--- config.mk ---
export PLATFORM = sky130hd
export DESIGN_NAME = balance_pid_with_feedforward_flat
export DESIGN_NICKNAME = d
export VERILOG_FILES = /design/src/rtl/bpf_pkg.sv /design/src/rtl/bpf_if.sv /design/src/rtl/bpf_cfg_regs.sv /design/src/rtl/bpf_sine_lut.sv /design/src/rtl/bpf_mix_sat.sv /design/src/rtl/balance_pid_with_feedforward.sv /design/src/flat_wrapper.sv
export VERILOG_INCLUDE_DIRS = /design/src /design/src/rtl
export SDC_FILE = /design/constraint.sdc
export NUM_CORES = 2
export LEC_CHECK = 0
export ABC_AREA = 1
export BUFFER_PORTS_ARGS = -buffer_cell sky130_fd_sc_hd__buf_2
export CAP_MARGIN = 20
export CORE_ASPECT_RATIO = 1.2
export CORE_UTILIZATION = 55
export CTS_BUF_LIST = sky130_fd_sc_hd__clkbuf_4
export CTS_CLUSTER_DIAMETER = 50
export DETAILED_ROUTE_END_ITERATION = 12
export HOLD_SLACK_MARGIN = 0.03
export PLACE_DENSITY = 0.82
export SETUP_SLACK_MARGIN = 0.5
export SLEW_MARGIN = 10
export SYNTH_ARGS = -nofsm -noshare
export SYNTH_HDL_FRONTEND = slang
export SYNTH_SLANG_ARGS = --single-unit
export TNS_END_PERCENT = 50
--- constraint.sdc ---
create_clock -name clk_i -period 10 [get_ports clk_i]
set_clock_uncertainty 0.1 [all_clocks]
set_input_delay 0 -clock clk_i [delete_from_list [all_inputs] [get_ports clk_i]]
set_output_delay 0 -clock clk_i [all_outputs]
set_load 0.01 [all_outputs]
--- src/rtl/balance_pid_with_feedforward_assert.svh ---
`ifndef BALANCE_PID_WITH_FEEDFORWARD_ASSERT_SVH
`define BALANCE_PID_WITH_FEEDFORWARD_ASSERT_SVH

// same-cycle implication, disabled while in reset
`define BPF_ASSERT_IMP(lbl, ante, cons, msg) \
  lbl: assert property (@(posedge clk_i) disable iff (!rst_ni) (ante) |-> (cons)) \
    else $error(msg);

// next-cycle implication, disabled while in reset
`define BPF_ASSERT_NXT(lbl, ante, cons, msg) \
  lbl: assert property (@(posedge clk_i) disable iff (!rst_ni) (ante) |=> (cons)) \
    else $error(msg);

`endif

--- src/rtl/bpf_pkg.sv ---
package bpf_pkg;

  // field widths
  localparam int unsigned PitchWidth   = 16;
  localparam int unsigned CmdWidth     = 16;
  localparam int unsigned SpeedWidth   = 24;
  localparam int unsigned GainWidth    = 8;
  localparam int unsigned FfGainWidth  = 16;
  localparam int unsigned CfgDataWidth = 16;

  // internal widths
  localparam int unsigned ErrWidth     = 17;
  localparam int unsigned DiffWidth    = 18;
  localparam int unsigned SineWidth    = 16;
  localparam int unsigned FfWidth      = 21;
  localparam int unsigned TurnWidth    = 16;
  localparam int unsigned LinTermWidth = 19;
  localparam int unsigned AbsCmdWidth  = 17;

  // fixed-point constants
  localparam logic signed [30:0] InvTwoPiQ32  = 31'sd683565276;
  localparam logic signed [18:0] LinScaleQ16  = 19'sd249037;
  localparam logic [16:0]        TurnScaleQ16 = 17'd78643;
  localparam logic [16:0]        ErrLimitQ12  = 17'd6144;
  localparam int unsigned        IdxShift     = 44;
  localparam int unsigned        FfShift      = 11;

  localparam logic signed [SpeedWidth-1:0] SpeedMax = 24'sh7FFFFF;
  localparam logic signed [SpeedWidth-1:0] SpeedMin = 24'sh800000;

  // configuration register indexes
  typedef enum logic [1:0] {
    RegKp = 2'd0,
    RegKi = 2'd1,
    RegKd = 2'd2,
    RegFf = 2'd3
  } bpf_reg_e;

  typedef struct packed {
    logic signed [GainWidth-1:0]   kp;
    logic signed [GainWidth-1:0]   ki;
    logic signed [GainWidth-1:0]   kd;
    logic signed [FfGainWidth-1:0] ff;
  } bpf_gains_t;

  localparam bpf_gains_t GainsReset = '{
    kp: -8'sd4,
    ki: -8'sd5,
    kd: -8'sd10,
    ff: 16'sd3840
  };

  // per-item mixing decision, carried down the pipeline
  typedef struct packed {
    logic window;   // 0 < |error| < 1.5
    logic clear;    // fallen outside the window
    logic ang_pos;
    logic ang_neg;
  } bpf_mode_t;

  // quarter-wave sine polynomial, Q15 in and out
  function automatic longint quarter_sine(input longint z);
    longint z2;
    longint r;
    z2 = (z * z) >>> 15;
    r  = 21167 - ((z2 * 2611) >>> 15);
    r  = 51472 - ((z2 * r) >>> 15);
    r  = (z * r) >>> 15;
    return (r > 32767) ? 64'sd32767 : r;
  endfunction

endpackage

--- src/rtl/bpf_if.sv ---
interface bpf_item_if import bpf_pkg::*; ();
  logic                       valid;
  logic                       ready;
  logic signed [PitchWidth-1:0] pitch;
  logic signed [CmdWidth-1:0]   linear_cmd;
  logic signed [CmdWidth-1:0]   angular_cmd;
  logic                       fallen;

  modport source (output valid, pitch, linear_cmd, angular_cmd, fallen, input ready);
  modport sink   (input valid, pitch, linear_cmd, angular_cmd, fallen, output ready);
endinterface

interface bpf_result_if import bpf_pkg::*; ();
  logic                         valid;
  logic                         ready;
  logic signed [SpeedWidth-1:0] left_speed;
  logic signed [SpeedWidth-1:0] right_speed;

  modport source (output valid, left_speed, right_speed, input ready);
  modport sink   (input valid, left_speed, right_speed, output ready);
endinterface

interface bpf_cfg_if import bpf_pkg::*; ();
  logic                    valid;
  logic                    ready;
  bpf_reg_e                reg_index;
  logic [CfgDataWidth-1:0] wdata;

  modport source (output valid, reg_index, wdata, input ready);
  modport sink   (input valid, reg_index, wdata, output ready);
endinterface

--- src/rtl/bpf_cfg_regs.sv ---
module bpf_cfg_regs import bpf_pkg::*; (
  input  logic       clk_i,
  input  logic       rst_ni,
  bpf_cfg_if.sink    cfg_i,
  output bpf_gains_t gains_o
);

  bpf_gains_t gains_q;

  assign cfg_i.ready = 1'b1;

  always_ff @(posedge clk_i or negedge rst_ni) begin
    if (!rst_ni) begin
      gains_q <= GainsReset;
    end else if (cfg_i.valid && cfg_i.ready) begin
      case (cfg_i.reg_index)
        RegKp:   gains_q.kp <= cfg_i.wdata[GainWidth-1:0];
        RegKi:   gains_q.ki <= cfg_i.wdata[GainWidth-1:0];
        RegKd:   gains_q.kd <= cfg_i.wdata[GainWidth-1:0];
        RegFf:   gains_q.ff <= cfg_i.wdata[FfGainWidth-1:0];
        default: ;
      endcase
    end
  end

  assign gains_o = gains_q;

endmodule

--- src/rtl/bpf_sine_lut.sv ---
module bpf_sine_lut import bpf_pkg::*; #(
  parameter  int unsigned SineDepth = 256,
  localparam int unsigned AddrWidth = $clog2(SineDepth),
  localparam int unsigned KWidth    = AddrWidth + 2
) (
  input  logic signed [KWidth-1:0]    k_raw_i,
  output logic signed [SineWidth-1:0] sine_o
);

  typedef logic signed [SineWidth-1:0] lut_t [SineDepth];

  // full-wave table built from the quarter-wave polynomial
  function automatic lut_t build_lut();
    lut_t   t;
    longint quad;
    longint rem;
    longint z;
    longint s;
    for (int k = 0; k < SineDepth; k++) begin
      quad = (4 * longint'(k)) / SineDepth;
      rem  = 4 * longint'(k) - quad * SineDepth;
      z    = (rem * 32768) / SineDepth;
      if (quad[0]) begin
        z = 32768 - z;
      end
      s = quarter_sine(z);
      if (quad >= 2) begin
        s = -s;
      end
      t[k] = SineWidth'(s);
    end
    return t;
  endfunction

  localparam lut_t SineLut = build_lut();
  localparam logic signed [KWidth:0] DepthK = (KWidth + 1)'(SineDepth);

  logic signed [KWidth:0]  k_ext;
  logic signed [KWidth:0]  k_one;
  logic signed [KWidth:0]  k_two;
  logic [AddrWidth-1:0]    addr;

  // raw index lies within two table lengths of zero, so two folds suffice
  always_comb begin
    k_ext = {k_raw_i[KWidth-1], k_raw_i};
    k_one = k_ext[KWidth] ? k_ext + DepthK : k_ext;
    if (k_one[KWidth]) begin
      k_two = k_one + DepthK;
    end else if (k_one >= DepthK) begin
      k_two = k_one - DepthK;
    end else begin
      k_two = k_one;
    end
  end

  assign addr   = k_two[AddrWidth-1:0];
  assign sine_o = SineLut[addr];

endmodule

--- src/rtl/bpf_mix_sat.sv ---
module bpf_mix_sat import bpf_pkg::*; #(
  parameter int unsigned SumWidth = 36
) (
  input  logic signed [SumWidth-1:0]   pid_sum_i,
  input  logic signed [FfWidth-1:0]    ff_i,
  input  logic [TurnWidth-1:0]         turn_i,
  input  bpf_mode_t                    mode_i,
  output logic signed [SpeedWidth-1:0] left_o,
  output logic signed [SpeedWidth-1:0] right_o
);

  function automatic logic signed [SpeedWidth-1:0] sat_speed(
    input logic signed [SumWidth-1:0] v
  );
    logic [SumWidth-SpeedWidth:0] top_bits;
    top_bits = v[SumWidth-1:SpeedWidth-1];
    if ((&top_bits) || !(|top_bits)) begin
      return v[SpeedWidth-1:0];
    end else if (v[SumWidth-1]) begin
      return SpeedMin;
    end else begin
      return SpeedMax;
    end
  endfunction

  logic signed [SumWidth-1:0] drive;
  logic signed [SumWidth-1:0] turn_ext;
  logic signed [SumWidth-1:0] left_raw;
  logic signed [SumWidth-1:0] right_raw;

  assign drive    = pid_sum_i + SumWidth'(ff_i);
  assign turn_ext = SumWidth'({1'b0, turn_i});

  always_comb begin
    left_raw  = drive;
    right_raw = drive;
    if (mode_i.window) begin
      if (mode_i.ang_pos) begin
        left_raw  = drive - turn_ext;
        right_raw = drive + turn_ext;
      end else if (mode_i.ang_neg) begin
        left_raw  = drive + turn_ext;
        right_raw = drive - turn_ext;
      end
    end else if (mode_i.clear) begin
      left_raw  = '0;
      right_raw = '0;
    end
  end

  assign left_o  = sat_speed(left_raw);
  assign right_o = sat_speed(right_raw);

endmodule

--- src/rtl/balance_pid_with_feedforward.sv ---
// channel    dir   transfer when         payload
// cfg_i      in    valid && ready        reg_index, wdata (ready held high)
// item_i     in    valid && ready        pitch, linear_cmd, angular_cmd, fallen
// result_o   out   valid && ready        left_speed, right_speed
//
// one item per cycle sustained while result_o.ready stays high
// the pipeline is the five stages plus the output register, its depth set by the
// pitch-to-index multipliers, the sine table and the feedforward multiplier
// reset clears all valid bits, the integral and the previous error, and returns
// the gains to their reset values
// a stalled result_o first absorbs empty stages; item_i.ready drops only when
// every stage holds an item

`include "balance_pid_with_feedforward_assert.svh"

module balance_pid_with_feedforward import bpf_pkg::*; #(
  parameter int unsigned SineDepth     = 256,
  parameter int unsigned IntegralWidth = 24
) (
  input  logic          clk_i,
  input  logic          rst_ni,
  bpf_cfg_if.sink       cfg_i,
  bpf_item_if.sink      item_i,
  bpf_result_if.source  result_o
);

  // derived widths
  localparam int unsigned SumWidth   = IntegralWidth + 12;
  localparam int unsigned ProdPWidth = PitchWidth + 31;
  localparam int unsigned DepthWidth = $clog2(SineDepth + 1) + 1;
  localparam int unsigned QWidth     = ProdPWidth + DepthWidth;
  localparam int unsigned KWidth     = $clog2(SineDepth) + 2;
  localparam int unsigned ITermWidth = IntegralWidth + GainWidth;
  localparam int unsigned PTermWidth = ErrWidth + GainWidth;
  localparam int unsigned DTermWidth = DiffWidth + GainWidth;

  localparam logic signed [DepthWidth-1:0] DepthS = DepthWidth'(SineDepth);
  localparam logic signed [QWidth-1:0]     RoundQ = QWidth'(1) << (IdxShift - 1);

  localparam logic signed [IntegralWidth-1:0] IntegMax = {1'b0, {(IntegralWidth-1){1'b1}}};
  localparam logic signed [IntegralWidth-1:0] IntegMin = {1'b1, {(IntegralWidth-1){1'b0}}};

  // configuration
  bpf_gains_t gains;

  bpf_cfg_regs u_cfg_regs (
    .clk_i   (clk_i),
    .rst_ni  (rst_ni),
    .cfg_i   (cfg_i),
    .gains_o (gains)
  );

  // pipeline flow control: a stage loads when empty or when the next one loads
  logic ld_a, ld_b, ld_c, ld_d, ld_e, ld_o;
  logic a_v_q, b_v_q, c_v_q, d_v_q, e_v_q, o_v_q;

  assign ld_o = !o_v_q || result_o.ready;
  assign ld_e = !e_v_q || ld_o;
  assign ld_d = !d_v_q || ld_e;
  assign ld_c = !c_v_q || ld_d;
  assign ld_b = !b_v_q || ld_c;
  assign ld_a = !a_v_q || ld_b;

  assign item_i.ready = ld_a;

  always_ff @(posedge clk_i or negedge rst_ni) begin
    if (!rst_ni) begin
      a_v_q <= 1'b0;
      b_v_q <= 1'b0;
      c_v_q <= 1'b0;
      d_v_q <= 1'b0;
      e_v_q <= 1'b0;
      o_v_q <= 1'b0;
    end else begin
      if (ld_a) a_v_q <= item_i.valid;
      if (ld_b) b_v_q <= a_v_q;
      if (ld_c) c_v_q <= b_v_q;
      if (ld_d) d_v_q <= c_v_q;
      if (ld_e) e_v_q <= d_v_q;
      if (ld_o) o_v_q <= e_v_q;
    end
  end

  // ---------------------------------------------------------------------------
  // stage a: input register, error, integral, difference, mode, pitch scaling
  // ---------------------------------------------------------------------------
  logic signed [PitchWidth-1:0] a_pitch_q;
  logic signed [CmdWidth-1:0]   a_lin_q;
  logic signed [CmdWidth-1:0]   a_ang_q;
  logic                         a_fallen_q;

  always_ff @(posedge clk_i) begin
    if (ld_a) begin
      a_pitch_q  <= item_i.pitch;
      a_lin_q    <= item_i.linear_cmd;
      a_ang_q    <= item_i.angular_cmd;
      a_fallen_q <= item_i.fallen;
    end
  end

  logic signed [IntegralWidth-1:0] integral_q;
  logic signed [ErrWidth-1:0]      prev_q;

  logic signed [ErrWidth-1:0]      a_err;
  logic [ErrWidth-1:0]             a_mag;
  logic signed [IntegralWidth:0]   a_sum;
  logic signed [IntegralWidth-1:0] a_integ;
  logic signed [DiffWidth-1:0]     a_diff;
  logic signed [ProdPWidth-1:0]    a_p;
  bpf_mode_t                       a_mode;

  // error is the negated pitch, one bit wider so full-scale pitch stays exact
  assign a_err = -{a_pitch_q[PitchWidth-1], a_pitch_q};
  assign a_mag = a_err[ErrWidth-1] ? ErrWidth'(-a_err) : a_err;

  // saturating integral: overflow shows as a mismatch of the two top bits
  assign a_sum   = {integral_q[IntegralWidth-1], integral_q} + (IntegralWidth + 1)'(a_err);
  assign a_integ = (a_sum[IntegralWidth] != a_sum[IntegralWidth-1])
                   ? (a_sum[IntegralWidth] ? IntegMin : IntegMax)
                   : a_sum[IntegralWidth-1:0];
  assign a_diff  = {a_err[ErrWidth-1], a_err} - {prev_q[ErrWidth-1], prev_q};

  // pitch times 1/(2*pi) in Q32; the table depth multiply follows in stage b
  assign a_p = a_pitch_q * InvTwoPiQ32;

  always_comb begin
    a_mode.window  = (a_err != '0) && (a_mag < ErrLimitQ12);
    a_mode.clear   = !a_mode.window && a_fallen_q;
    a_mode.ang_pos = !a_ang_q[CmdWidth-1] && (a_ang_q != '0);
    a_mode.ang_neg = a_ang_q[CmdWidth-1];
  end

  // controller state moves on when the item leaves stage a, so the next item
  // in stage a already sees it
  always_ff @(posedge clk_i or negedge rst_ni) begin
    if (!rst_ni) begin
      integral_q <= '0;
      prev_q     <= '0;
    end else if (a_v_q && ld_b) begin
      if (a_mode.clear) begin
        integral_q <= '0;
        prev_q     <= '0;
      end else begin
        integral_q <= a_integ;
        prev_q     <= a_err;
      end
    end
  end

  // ---------------------------------------------------------------------------
  // stage b: gain products, forward term, turn magnitude, sine index
  // ---------------------------------------------------------------------------
  logic signed [ErrWidth-1:0]      b_err_q;
  logic signed [DiffWidth-1:0]     b_diff_q;
  logic signed [IntegralWidth-1:0] b_integ_q;
  logic signed [ProdPWidth-1:0]    b_p_q;
  logic signed [CmdWidth-1:0]      b_lin_q;
  logic signed [CmdWidth-1:0]      b_ang_q;
  bpf_mode_t                       b_mode_q;

  always_ff @(posedge clk_i) begin
    if (ld_b) begin
      b_err_q   <= a_err;
      b_diff_q  <= a_diff;
      b_integ_q <= a_integ;
      b_p_q     <= a_p;
      b_lin_q   <= a_lin_q;
      b_ang_q   <= a_ang_q;
      b_mode_q  <= a_mode;
    end
  end

  logic signed [QWidth-1:0]           b_q;
  logic signed [QWidth-1:0]           b_qr;
  logic signed [KWidth-1:0]           b_kraw;
  logic signed [PTermWidth-1:0]       b_pterm;
  logic signed [ITermWidth-1:0]       b_iterm;
  logic signed [DTermWidth-1:0]       b_dterm;
  logic signed [CmdWidth+18:0]        b_lprod;
  logic signed [LinTermWidth-1:0]     b_lterm;
  logic signed [AbsCmdWidth-1:0]      b_ang_ext;
  logic [AbsCmdWidth-1:0]             b_amag;
  logic [2*AbsCmdWidth-1:0]           b_tprod;
  logic [TurnWidth-1:0]               b_turn;

  // round-half-up then floor shift gives the signed table index
  assign b_q    = b_p_q * DepthS;
  assign b_qr   = b_q + RoundQ;
  assign b_kraw = b_qr[IdxShift+KWidth-1:IdxShift];

  assign b_pterm = gains.kp * b_err_q;
  assign b_iterm = gains.ki * b_integ_q;
  assign b_dterm = gains.kd * b_diff_q;

  // forward command times 3.8, floored
  assign b_lprod = b_lin_q * LinScaleQ16;
  assign b_lterm = b_lprod[CmdWidth+18:16];

  // turn magnitude times 1.2, rounded
  assign b_ang_ext = {b_ang_q[CmdWidth-1], b_ang_q};
  assign b_amag    = b_ang_ext[AbsCmdWidth-1] ? AbsCmdWidth'(-b_ang_ext) : b_ang_ext;
  assign b_tprod   = b_amag * TurnScaleQ16 + (2*AbsCmdWidth)'(32768);
  assign b_turn    = b_tprod[TurnWidth+15:16];

  // ---------------------------------------------------------------------------
  // stage c: sine table read and sum of the gain terms
  // ---------------------------------------------------------------------------
  logic signed [KWidth-1:0]       c_kraw_q;
  logic signed [PTermWidth-1:0]   c_pterm_q;
  logic signed [ITermWidth-1:0]   c_iterm_q;
  logic signed [DTermWidth-1:0]   c_dterm_q;
  logic signed [LinTermWidth-1:0] c_lterm_q;
  logic [TurnWidth-1:0]           c_turn_q;
  bpf_mode_t                      c_mode_q;

  always_ff @(posedge clk_i) begin
    if (ld_c) begin
      c_kraw_q  <= b_kraw;
      c_pterm_q <= b_pterm;
      c_iterm_q <= b_iterm;
      c_dterm_q <= b_dterm;
      c_lterm_q <= b_lterm;
      c_turn_q  <= b_turn;
      c_mode_q  <= b_mode_q;
    end
  end

  logic signed [SineWidth-1:0] c_sine;
  logic signed [SumWidth-1:0]  c_sum;

  bpf_sine_lut #(
    .SineDepth (SineDepth)
  ) u_sine_lut (
    .k_raw_i (c_kraw_q),
    .sine_o  (c_sine)
  );

  assign c_sum = SumWidth'(c_pterm_q) + SumWidth'(c_iterm_q)
               + SumWidth'(c_dterm_q) + SumWidth'(c_lterm_q);

  // ---------------------------------------------------------------------------
  // stage d: feedforward gain times sine, Q8.8 by Q1.15 down to Q.12
  // ---------------------------------------------------------------------------
  logic signed [SineWidth-1:0] d_sine_q;
  logic signed [SumWidth-1:0]  d_sum_q;
  logic [TurnWidth-1:0]        d_turn_q;
  bpf_mode_t                   d_mode_q;

  always_ff @(posedge clk_i) begin
    if (ld_d) begin
      d_sine_q <= c_sine;
      d_sum_q  <= c_sum;
      d_turn_q <= c_turn_q;
      d_mode_q <= c_mode_q;
    end
  end

  logic signed [FfGainWidth+SineWidth-1:0] d_ffprod;
  logic signed [FfWidth-1:0]               d_ff;

  assign d_ffprod = gains.ff * d_sine_q;
  assign d_ff     = d_ffprod[FfGainWidth+SineWidth-1:FfShift];

  // ---------------------------------------------------------------------------
  // stage e: drive, wheel split and saturation
  // ---------------------------------------------------------------------------
  logic signed [SumWidth-1:0] e_sum_q;
  logic signed [FfWidth-1:0]  e_ff_q;
  logic [TurnWidth-1:0]       e_turn_q;
  bpf_mode_t                  e_mode_q;

  always_ff @(posedge clk_i) begin
    if (ld_e) begin
      e_sum_q  <= d_sum_q;
      e_ff_q   <= d_ff;
      e_turn_q <= d_turn_q;
      e_mode_q <= d_mode_q;
    end
  end

  logic signed [SpeedWidth-1:0] mix_left;
  logic signed [SpeedWidth-1:0] mix_right;

  bpf_mix_sat #(
    .SumWidth (SumWidth)
  ) u_mix_sat (
    .pid_sum_i (e_sum_q),
    .ff_i      (e_ff_q),
    .turn_i    (e_turn_q),
    .mode_i    (e_mode_q),
    .left_o    (mix_left),
    .right_o   (mix_right)
  );

  // ---------------------------------------------------------------------------
  // output register
  // ---------------------------------------------------------------------------
  logic signed [SpeedWidth-1:0] o_left_q;
  logic signed [SpeedWidth-1:0] o_right_q;

  always_ff @(posedge clk_i) begin
    if (ld_o) begin
      o_left_q  <= mix_left;
      o_right_q <= mix_right;
    end
  end

  assign result_o.valid       = o_v_q;
  assign result_o.left_speed  = o_left_q;
  assign result_o.right_speed = o_right_q;

  // ---------------------------------------------------------------------------
  // assertions
  // ---------------------------------------------------------------------------
  `BPF_ASSERT_NXT(accept_fills_a_chk, item_i.valid && item_i.ready, a_v_q,
                  "accepted item did not reach stage a")
  `BPF_ASSERT_NXT(clear_state_chk, a_v_q && ld_b && a_mode.clear,
                  integral_q == '0 && prev_q == '0,
                  "fallen item did not clear controller state")
  `BPF_ASSERT_NXT(prev_err_chk, a_v_q && ld_b && !a_mode.clear, prev_q == $past(a_err),
                  "previous error not taken from departing item")
  `BPF_ASSERT_IMP(equal_wheels_chk, e_v_q && !e_mode_q.window && !e_mode_q.clear,
                  mix_left == mix_right, "wheels differ outside the window")
  `BPF_ASSERT_IMP(fallen_zero_chk, e_v_q && e_mode_q.clear,
                  mix_left == '0 && mix_right == '0, "fallen item gave non-zero speed")

endmodule

--- src/flat_wrapper.sv ---
// flat-port wrapper written by rule: the top's interface ports become plain ports
module balance_pid_with_feedforward_flat import bpf_pkg::*;
#(
  parameter int unsigned SineDepth     = 256,
  parameter int unsigned IntegralWidth = 24
)
  (clk_i, rst_ni, cfg_i_valid, cfg_i_reg_index, cfg_i_wdata, cfg_i_ready, item_i_valid, item_i_pitch, item_i_linear_cmd, item_i_angular_cmd, item_i_fallen, item_i_ready, result_o_valid, result_o_left_speed, result_o_right_speed, result_o_ready);
  bpf_cfg_if cfg_i_i ();
  bpf_item_if item_i_i ();
  bpf_result_if result_o_i ();
  input  logic clk_i;
  input  logic rst_ni;
  input wire logic [$bits(cfg_i_i.valid)-1:0] cfg_i_valid;
  input wire logic [$bits(cfg_i_i.reg_index)-1:0] cfg_i_reg_index;
  input wire logic [$bits(cfg_i_i.wdata)-1:0] cfg_i_wdata;
  output wire logic [$bits(cfg_i_i.ready)-1:0] cfg_i_ready;
  input wire logic [$bits(item_i_i.valid)-1:0] item_i_valid;
  input wire logic [$bits(item_i_i.pitch)-1:0] item_i_pitch;
  input wire logic [$bits(item_i_i.linear_cmd)-1:0] item_i_linear_cmd;
  input wire logic [$bits(item_i_i.angular_cmd)-1:0] item_i_angular_cmd;
  input wire logic [$bits(item_i_i.fallen)-1:0] item_i_fallen;
  output wire logic [$bits(item_i_i.ready)-1:0] item_i_ready;
  output wire logic [$bits(result_o_i.valid)-1:0] result_o_valid;
  output wire logic [$bits(result_o_i.left_speed)-1:0] result_o_left_speed;
  output wire logic [$bits(result_o_i.right_speed)-1:0] result_o_right_speed;
  input wire logic [$bits(result_o_i.ready)-1:0] result_o_ready;
  assign cfg_i_i.valid = cfg_i_valid;
  assign cfg_i_i.reg_index = cfg_i_reg_index;
  assign cfg_i_i.wdata = cfg_i_wdata;
  assign cfg_i_ready = cfg_i_i.ready;
  assign item_i_i.valid = item_i_valid;
  assign item_i_i.pitch = item_i_pitch;
  assign item_i_i.linear_cmd = item_i_linear_cmd;
  assign item_i_i.angular_cmd = item_i_angular_cmd;
  assign item_i_i.fallen = item_i_fallen;
  assign item_i_ready = item_i_i.ready;
  assign result_o_valid = result_o_i.valid;
  assign result_o_left_speed = result_o_i.left_speed;
  assign result_o_right_speed = result_o_i.right_speed;
  assign result_o_i.ready = result_o_ready;
  balance_pid_with_feedforward #(.SineDepth(SineDepth), .IntegralWidth(IntegralWidth)) u_core (.clk_i(clk_i), .rst_ni(rst_ni), .cfg_i(cfg_i_i), .item_i(item_i_i), .result_o(result_o_i));
endmodule
# Word level (Yosys, flattened, before mapping)
# Memory sizes are Yosys's and may differ from the RTL's. A register that Yosys moved wholly into a read port is not among the register bits.
# Cells that the tools add are included.
dict set report word_totals {
  reg_bits 588
  rom_bits 4096
  inputBits 72
  output_inout_bits 51
  word_cells 135
  n_memories 1
}
# memory words word_bits rd rd_clocked_by_memory_dff write_ports line_no
set memory_table {}
lappend memory_table {{(name not given)} 256 16 1 1 0 bpf_sine_lut.sv:57} ;# assign sine_o = SineLut[addr];
dict set report classes {
  add_sub_neg 16
  multipliers 7
  n_lt_le_gt_ge 2
  eq_ne 4
  n_mux 20
  bitwise 1
  n_reduce_logical 33
}
# op n
set ops {}
lappend ops {{2-to-1 mux 36 bit} 7}
lappend ops {{2-to-1 mux 24 bit} 7}
lappend ops {{adder 54 x 45 -> 54 bit, second input constant} 1}
lappend ops {{2-to-1 mux 17 bit} 3}
lappend ops {{multiplier 16 x 29 -> 44 bit, second input constant} 1}
lappend ops {{adder 36 x 17 -> 36 bit} 1}
lappend ops {{adder 36 x 19 -> 36 bit} 1}
lappend ops {{adder 36 x 21 -> 36 bit} 1}
lappend ops {{subtractor 36 x 17 -> 36 bit} 1}
lappend ops {{multiplier 16 x 19 -> 35 bit, second input constant} 1}
lappend ops {{adder 33 x 26 -> 34 bit} 1}
lappend ops {{negation 17 bit} 2}
lappend ops {{adder 25 x 32 -> 33 bit} 1}
lappend ops {{adder 32 x 16 -> 32 bit, second input constant} 1}
lappend ops {{multiplier 16 x 16 -> 32 bit} 1}
lappend ops {{multiplier 17 x 17 -> 32 bit, second input constant} 1}
lappend ops {{multiplier 8 x 24 -> 32 bit} 1}
lappend ops {{multiplier 8 x 18 -> 26 bit} 1}
lappend ops {{AND reduction 13 bit} 2}
lappend ops {{OR reduction 13 bit} 2}
lappend ops {{adder 24 x 17 -> 25 bit} 1}
lappend ops {{multiplier 8 x 17 -> 25 bit} 1}
lappend ops {{subtractor 17 x 17 -> 18 bit} 1}
lappend ops {{< comparator 17 x 13 -> 1 bit, second input constant} 1}
lappend ops {{other kinds (18)} 42}

# Longest topological paths before layout
dict set report depth {
  word_depth 9
  depth_mapped 37
  depth_no_buf 35
}

# Modules after synthesis
# From an unflattened synthesis, not the netlist that was laid out.
dict set report hier_totals {
  cells_unflattened 10297
  hier_area_um2 82511.6
}
# mod instances cells_per_inst area_per_inst_um2 seq_area_each_um2
set by_module_without_submodules {}
lappend by_module_without_submodules {balance_pid_with_feedforward 1 7342 67723.7 15620.0}
lappend by_module_without_submodules {bpf_mix_sat 1 1841 8866.0 0.0}
lappend by_module_without_submodules {bpf_sine_lut 1 933 4152.7 0.0}
lappend by_module_without_submodules {bpf_cfg_regs 1 181 1769.2 1029.7}

# Worst setup path before layout
# No wires, ideal clock.
dict set report synth_timing {
  kind {reg-to-reg}
  from {register u_core.o_v_q (netlist: u_core.result_o.valid)}
  to {register u_core.b_ang_q[0] (enable)}
  setup_ns 0.457
  arrival_ns 9.756
  required_time_ns 9.443
  slack_ns -0.313
  stages_incl_launch_ff 12
  path_buffers 0
  period_less_slack_ns 10.313
  cell_sequence {dfrtp_1 inv_1 nor2_1 inv_1 nor2_1 inv_1 nor2_1 inv_1 nor2_1 inv_1 nor2_1 inv_1}
}
dict set report synth_via {
  elab_chain_cells 6
}
# element line_no
set synth_rtl {}
lappend synth_rtl {{start, declared} balance_pid_with_feedforward.sv:55} ;# logic a_v_q, b_v_q, c_v_q, d_v_q, e_v_q, o_v_q;
lappend synth_rtl {{start signal, assigned} balance_pid_with_feedforward.sv:80} ;# if (ld_o) o_v_q <= e_v_q;
lappend synth_rtl {{zero test 1 bit} balance_pid_with_feedforward.sv:57} ;# assign ld_o = !o_v_q || result_o.ready;
lappend synth_rtl {{logical OR 1 bit} balance_pid_with_feedforward.sv:57}
lappend synth_rtl {{named net u_core.ld_o} balance_pid_with_feedforward.sv:54} ;# logic ld_a, ld_b, ld_c, ld_d, ld_e, ld_o;
lappend synth_rtl {{logical OR 1 bit} balance_pid_with_feedforward.sv:58} ;# assign ld_e = !e_v_q || ld_o;
lappend synth_rtl {{named net u_core.ld_e} balance_pid_with_feedforward.sv:54}
lappend synth_rtl {{logical OR 1 bit} balance_pid_with_feedforward.sv:59} ;# assign ld_d = !d_v_q || ld_e;
lappend synth_rtl {{named net u_core.ld_d} balance_pid_with_feedforward.sv:54}
lappend synth_rtl {{logical OR 1 bit} balance_pid_with_feedforward.sv:60} ;# assign ld_c = !c_v_q || ld_d;
lappend synth_rtl {{named net u_core.ld_c} balance_pid_with_feedforward.sv:54}
lappend synth_rtl {{logical OR 1 bit} balance_pid_with_feedforward.sv:61} ;# assign ld_b = !b_v_q || ld_c;
lappend synth_rtl {{named net u_core.ld_b} balance_pid_with_feedforward.sv:54}
lappend synth_rtl {{end signal, assigned} balance_pid_with_feedforward.sv:168} ;# b_ang_q <= a_ang_q;
lappend synth_rtl {{end, declared} balance_pid_with_feedforward.sv:158} ;# logic signed [CmdWidth-1:0] b_ang_q;
# The timed path passes the listed nets, and every way through them passes these cells.
# A chain may end at the register's enable or synchronous reset.

# Worst setup path after layout
dict set report layout_timing {
  from {register u_core.b_ang_q[0]}
  to {register u_core.c_turn_q[14] (data pin)}
}
dict set report layout_via {
  elab_chain_cells 4
}
# element line_no
set layout_rtl {}
lappend layout_rtl {{negation 16 -> 17 bit} balance_pid_with_feedforward.sv:201} ;# assign b_amag = b_ang_ext[AbsCmdWidth-1] ? AbsCmdWidth'(-b_ang_ext) : b_ang_ext;
lappend layout_rtl {{2-to-1 mux 17 bit (*)} balance_pid_with_feedforward.sv:201}
lappend layout_rtl {{multiplier 17 x 17 -> 32 bit (*)} balance_pid_with_feedforward.sv:202} ;# assign b_tprod = b_amag * TurnScaleQ16 + (2*AbsCmdWidth)'(32768);
lappend layout_rtl {{adder 32 x 16 -> 32 bit (*)} balance_pid_with_feedforward.sv:202}
lappend layout_rtl {{named net u_core.b_tprod[30]} balance_pid_with_feedforward.sv:183} ;# logic [2*AbsCmdWidth-1:0] b_tprod;
lappend layout_rtl {{end signal, assigned} balance_pid_with_feedforward.sv:223} ;# c_turn_q <= b_turn;
lappend layout_rtl {{end, declared} balance_pid_with_feedforward.sv:213} ;# logic [TurnWidth-1:0] c_turn_q;
# Mark *: on every way through the listed nets, which the timed path passes. The rest lies on a longest branch.

==> results.tsv <==
metric	value	unit
arrival	8.15	ns
ctsLongestPathBuffers	3	
die_h	417	um
register_area	16600	um^2
fillCellCount	12200	
vias	64300	
drv_cap	0	
r2r_start	u_core.b_ang_q[0]$_DFFE_PP_	
numCtsBuffers	148	
drcViolationCount	0	
routed_via_density	5.47	
synthXorXnorAreaFrac	0.0400	
initial_core_util	0.553	
async_reset_ff_frac	0.154	
tightest_slew	1.08	ns
final_nets	11600	
core_area	143000	um^2
r2r_cells	26	
finalSetupViolations	0	
synth.yosys.seq_area_share	0.210	
multiInputGateArea	52700	um^2
min_delay_worst_endpoint	u_core.e_turn_q[0]$_DFFE_PP_	
grt_max_degree	74	
post-route-min-period	7.33	ns
grt_overflow	0	
hold_depth	0	
ant_nets	0	
synth_cell_types	71	
layout-drive-gt1-share	0.0597	
cts.sinks	566	
syn-cell-area	79000	um^2
hold_path_class	flop to flop	
root_buffer	clkbuf_4	
drt_first_pass_iters	8	
r2r_slack	2.67	ns
hold_viol	0	
grt_pass1_wl	357	mm
routabilityCongestion	1.01	
grt_usage	0.316	
dp_hpwl	179	mm
h-tree-depth	4	
rsz0062_at_grt	false	
worstSetupPathType	flop to flop	
cp_data_required_time	10.82	ns
synth_top_family_by_area	adder cells	
cts_resized	0	
grt_pass1_vias	67900	
worst_skew_pair.late_latency	1.25	ns
synth-seq-cells	566	
synthSimpleGateAreaFrac	0.153	
post-route-period-util	0.733	
port_buffers	121	
yosysWarnings	0	
clkSlewWorstSetupHoldPaths	0.07	ns
dr.first_iter.drc_count	4748	
synth_ff_type	edfxtp_1	
max_freq	136	MHz
r2r-end	u_core.c_turn_q[14]$_DFFE_PP_	
status	finished clean	
antenna_found_initial	10	
wl_per_cell	19.1	um
num_rows	152	
area.growth.synth_to_final	8.09	%
synth_edf_count	479	
synth_area_per_cell	8.34	um^2
ios	123	
netlist_instances	9472	
cts_tree	yes	
min_from	u_core.d_turn_q[0]$_DFFE_PP_	
synthAdderAreaFrac	0.391	
crit_path_end_kind	flop	
slew_viol_final	0	
die_w	348	um
dieArea	145000	um^2
postRouteWirelength	225	mm
start_kind	flop	
slew_headroom	0.279	
synth_compound_area_frac	0.0817	
finalSetupTns	0	ns
muxShareOfSynthArea	0.00114	
worstPathMaxFanout	6	
[cells in the mapped netlist, drive strengths merged (23+ instances only)]
cell	number	area (um^2)
a21oi	460	2300
a31oi	38	238
buf	53	279
clkbuf	240	903
dfrtp	64	1600
dfstp	23	604
edfxtp	479	14400
fa	992	19900
ha	879	11000
inv	2290	8600
nand2	2025	7690
nand3	254	1310
nand4	62	388
nor2	456	1810
nor3	52	265
o211ai	34	255
o21ai	389	1950
or2	69	432
xnor2	126	1100
xor2	235	2060
[metrics by stage]
step	cells	cell area, um^2	setup WS (ns)	hold slack, ns	utilization
CTS	11700	85400	2.84	0.238	0.598
floorplan	9476	79000	0.858	-0.396	-
detailed placement	11300	81200	2.86	-0.140	0.568
global route	11800	85400	2.33	0.263	0.598
global placement	11300	81200	2.84	-0.141	0.568
finish	11800	85400	2.67	0.275	0.598
[registers in the layout, summed over array words and instances, names as in the netlist, 17 cells and up]
signal	count
u_core.d_sum_q	36
u_core.u_cfg_regs.gains_o	40
u_core.c_iterm_q	32
u_core.c_pterm_q	25
u_core.result_o.right_speed	24
u_core.e_ff_q	21
u_core.b_diff_q	18
u_core.result_o.left_speed	24
u_core.b_err_q	17
u_core.c_lterm_q	19
u_core.b_integ_q	24
u_core.c_dterm_q	26
u_core.integral_q	24
u_core.prev_q	17
u_core.e_sum_q	36
[final cells by class]
type,instances,share of cell area
diodes,15,0.000440
clock buffers,198,0.0174
clock inverters,70,0.00683
inverters,2293,0.101
multi-input cells,6324,0.617
flip-flops and latches,566,0.194
well taps,1925,0.0282
repair buffers,371,0.0355
[metal layers]
layer,share of wire,GRT usage,up-vias
met5,0.00013,0,-
li1,-,-,29900
met2,0.50,0.555,2561
met3,0.068,0.0563,773
met1,0.37,0.355,31100
met4,0.069,0.196,4
[cells in the final DEF (no fill, tap or decap), types with 22 or more instances in the layout]
cell type and n:
nand2_1 1993, xnor2_1 126, inv_1 2274, nand2_2 29
or2_2 68, buf_4 38, nor3_1 51, buf_2 120
a31oi_1 38, o21ai_0 355, fa_1 992, xor2_1 235
a21o_1 22, nand4_1 62, clkbuf_4 198, dfrtp_1 64
ha_1 879, o211ai_1 34, nor2_1 425, nand3_1 248
o21bai_1 22, dlygate4sd3_1 212, clkinv_1 34, o21ai_1 32
nor2_2 26, a21oi_1 460, edfxtp_1 479, dfstp_2 23
[critical path: stages, from the launching register on]
cell and delay, ns:
edfxtp_1 0.53, inv_1 0.14, ha_1 0.21, nand2_1 0.12, o41ai_1 0.58, nand2_1 0.18, xor2_1 0.31, ha_1 0.33
ha_1 0.34, inv_1 0.06, fa_1 0.48, inv_1 0.06, fa_1 0.49, fa_1 0.50, inv_1 0.05, fa_1 0.48
inv_1 0.04, ha_1 0.32, nand2_1 0.08, nor4_1 0.25, nand2_1 0.08, o2111ai_1 0.20, a21oi_1 0.24, o21ai_0 0.42
a21o_1 0.21, a21oi_1 0.09, xnor2_1 0.13
[cells by family after synthesis]
group,count (synthesis)
buffers and inverters,2586
and+or+nand+nor,2943
adders and majority gates,1871
AOI/OAI and AO/OA,1135
xor gates and xnor gates,361
DFF,566
other,2
muxes,8
[worst max path at each step]
stage	cells after the start	slack (ns)	start	end
floorplan	11	0.86	u_core.result_o.valid$_DFFE_PN0P_	u_core.b_ang_q[0]$_DFFE_PP_
global placement	26	2.84	u_core.b_ang_q[0]$_DFFE_PP_	u_core.c_turn_q[14]$_DFFE_PP_
detailed placement	26	2.86	u_core.b_ang_q[0]$_DFFE_PP_	u_core.c_turn_q[14]$_DFFE_PP_
CTS	26	2.84	u_core.b_ang_q[0]$_DFFE_PP_	u_core.c_turn_q[14]$_DFFE_PP_
global route	26	2.33	u_core.b_ang_q[0]$_DFFE_PP_	u_core.c_turn_q[14]$_DFFE_PP_
finish	26	2.67	u_core.b_ang_q[0]$_DFFE_PP_	u_core.c_turn_q[14]$_DFFE_PP_
[timing repair]
action,4_1_cts,5_1_grt
hold endpoints to repair,240,0
hold buffers,213,0
setup buffers,0,0
Power is left out: the tool's default activity adds up to more than one toggle a clock period on the data nets, which glitch-free logic cannot reach.
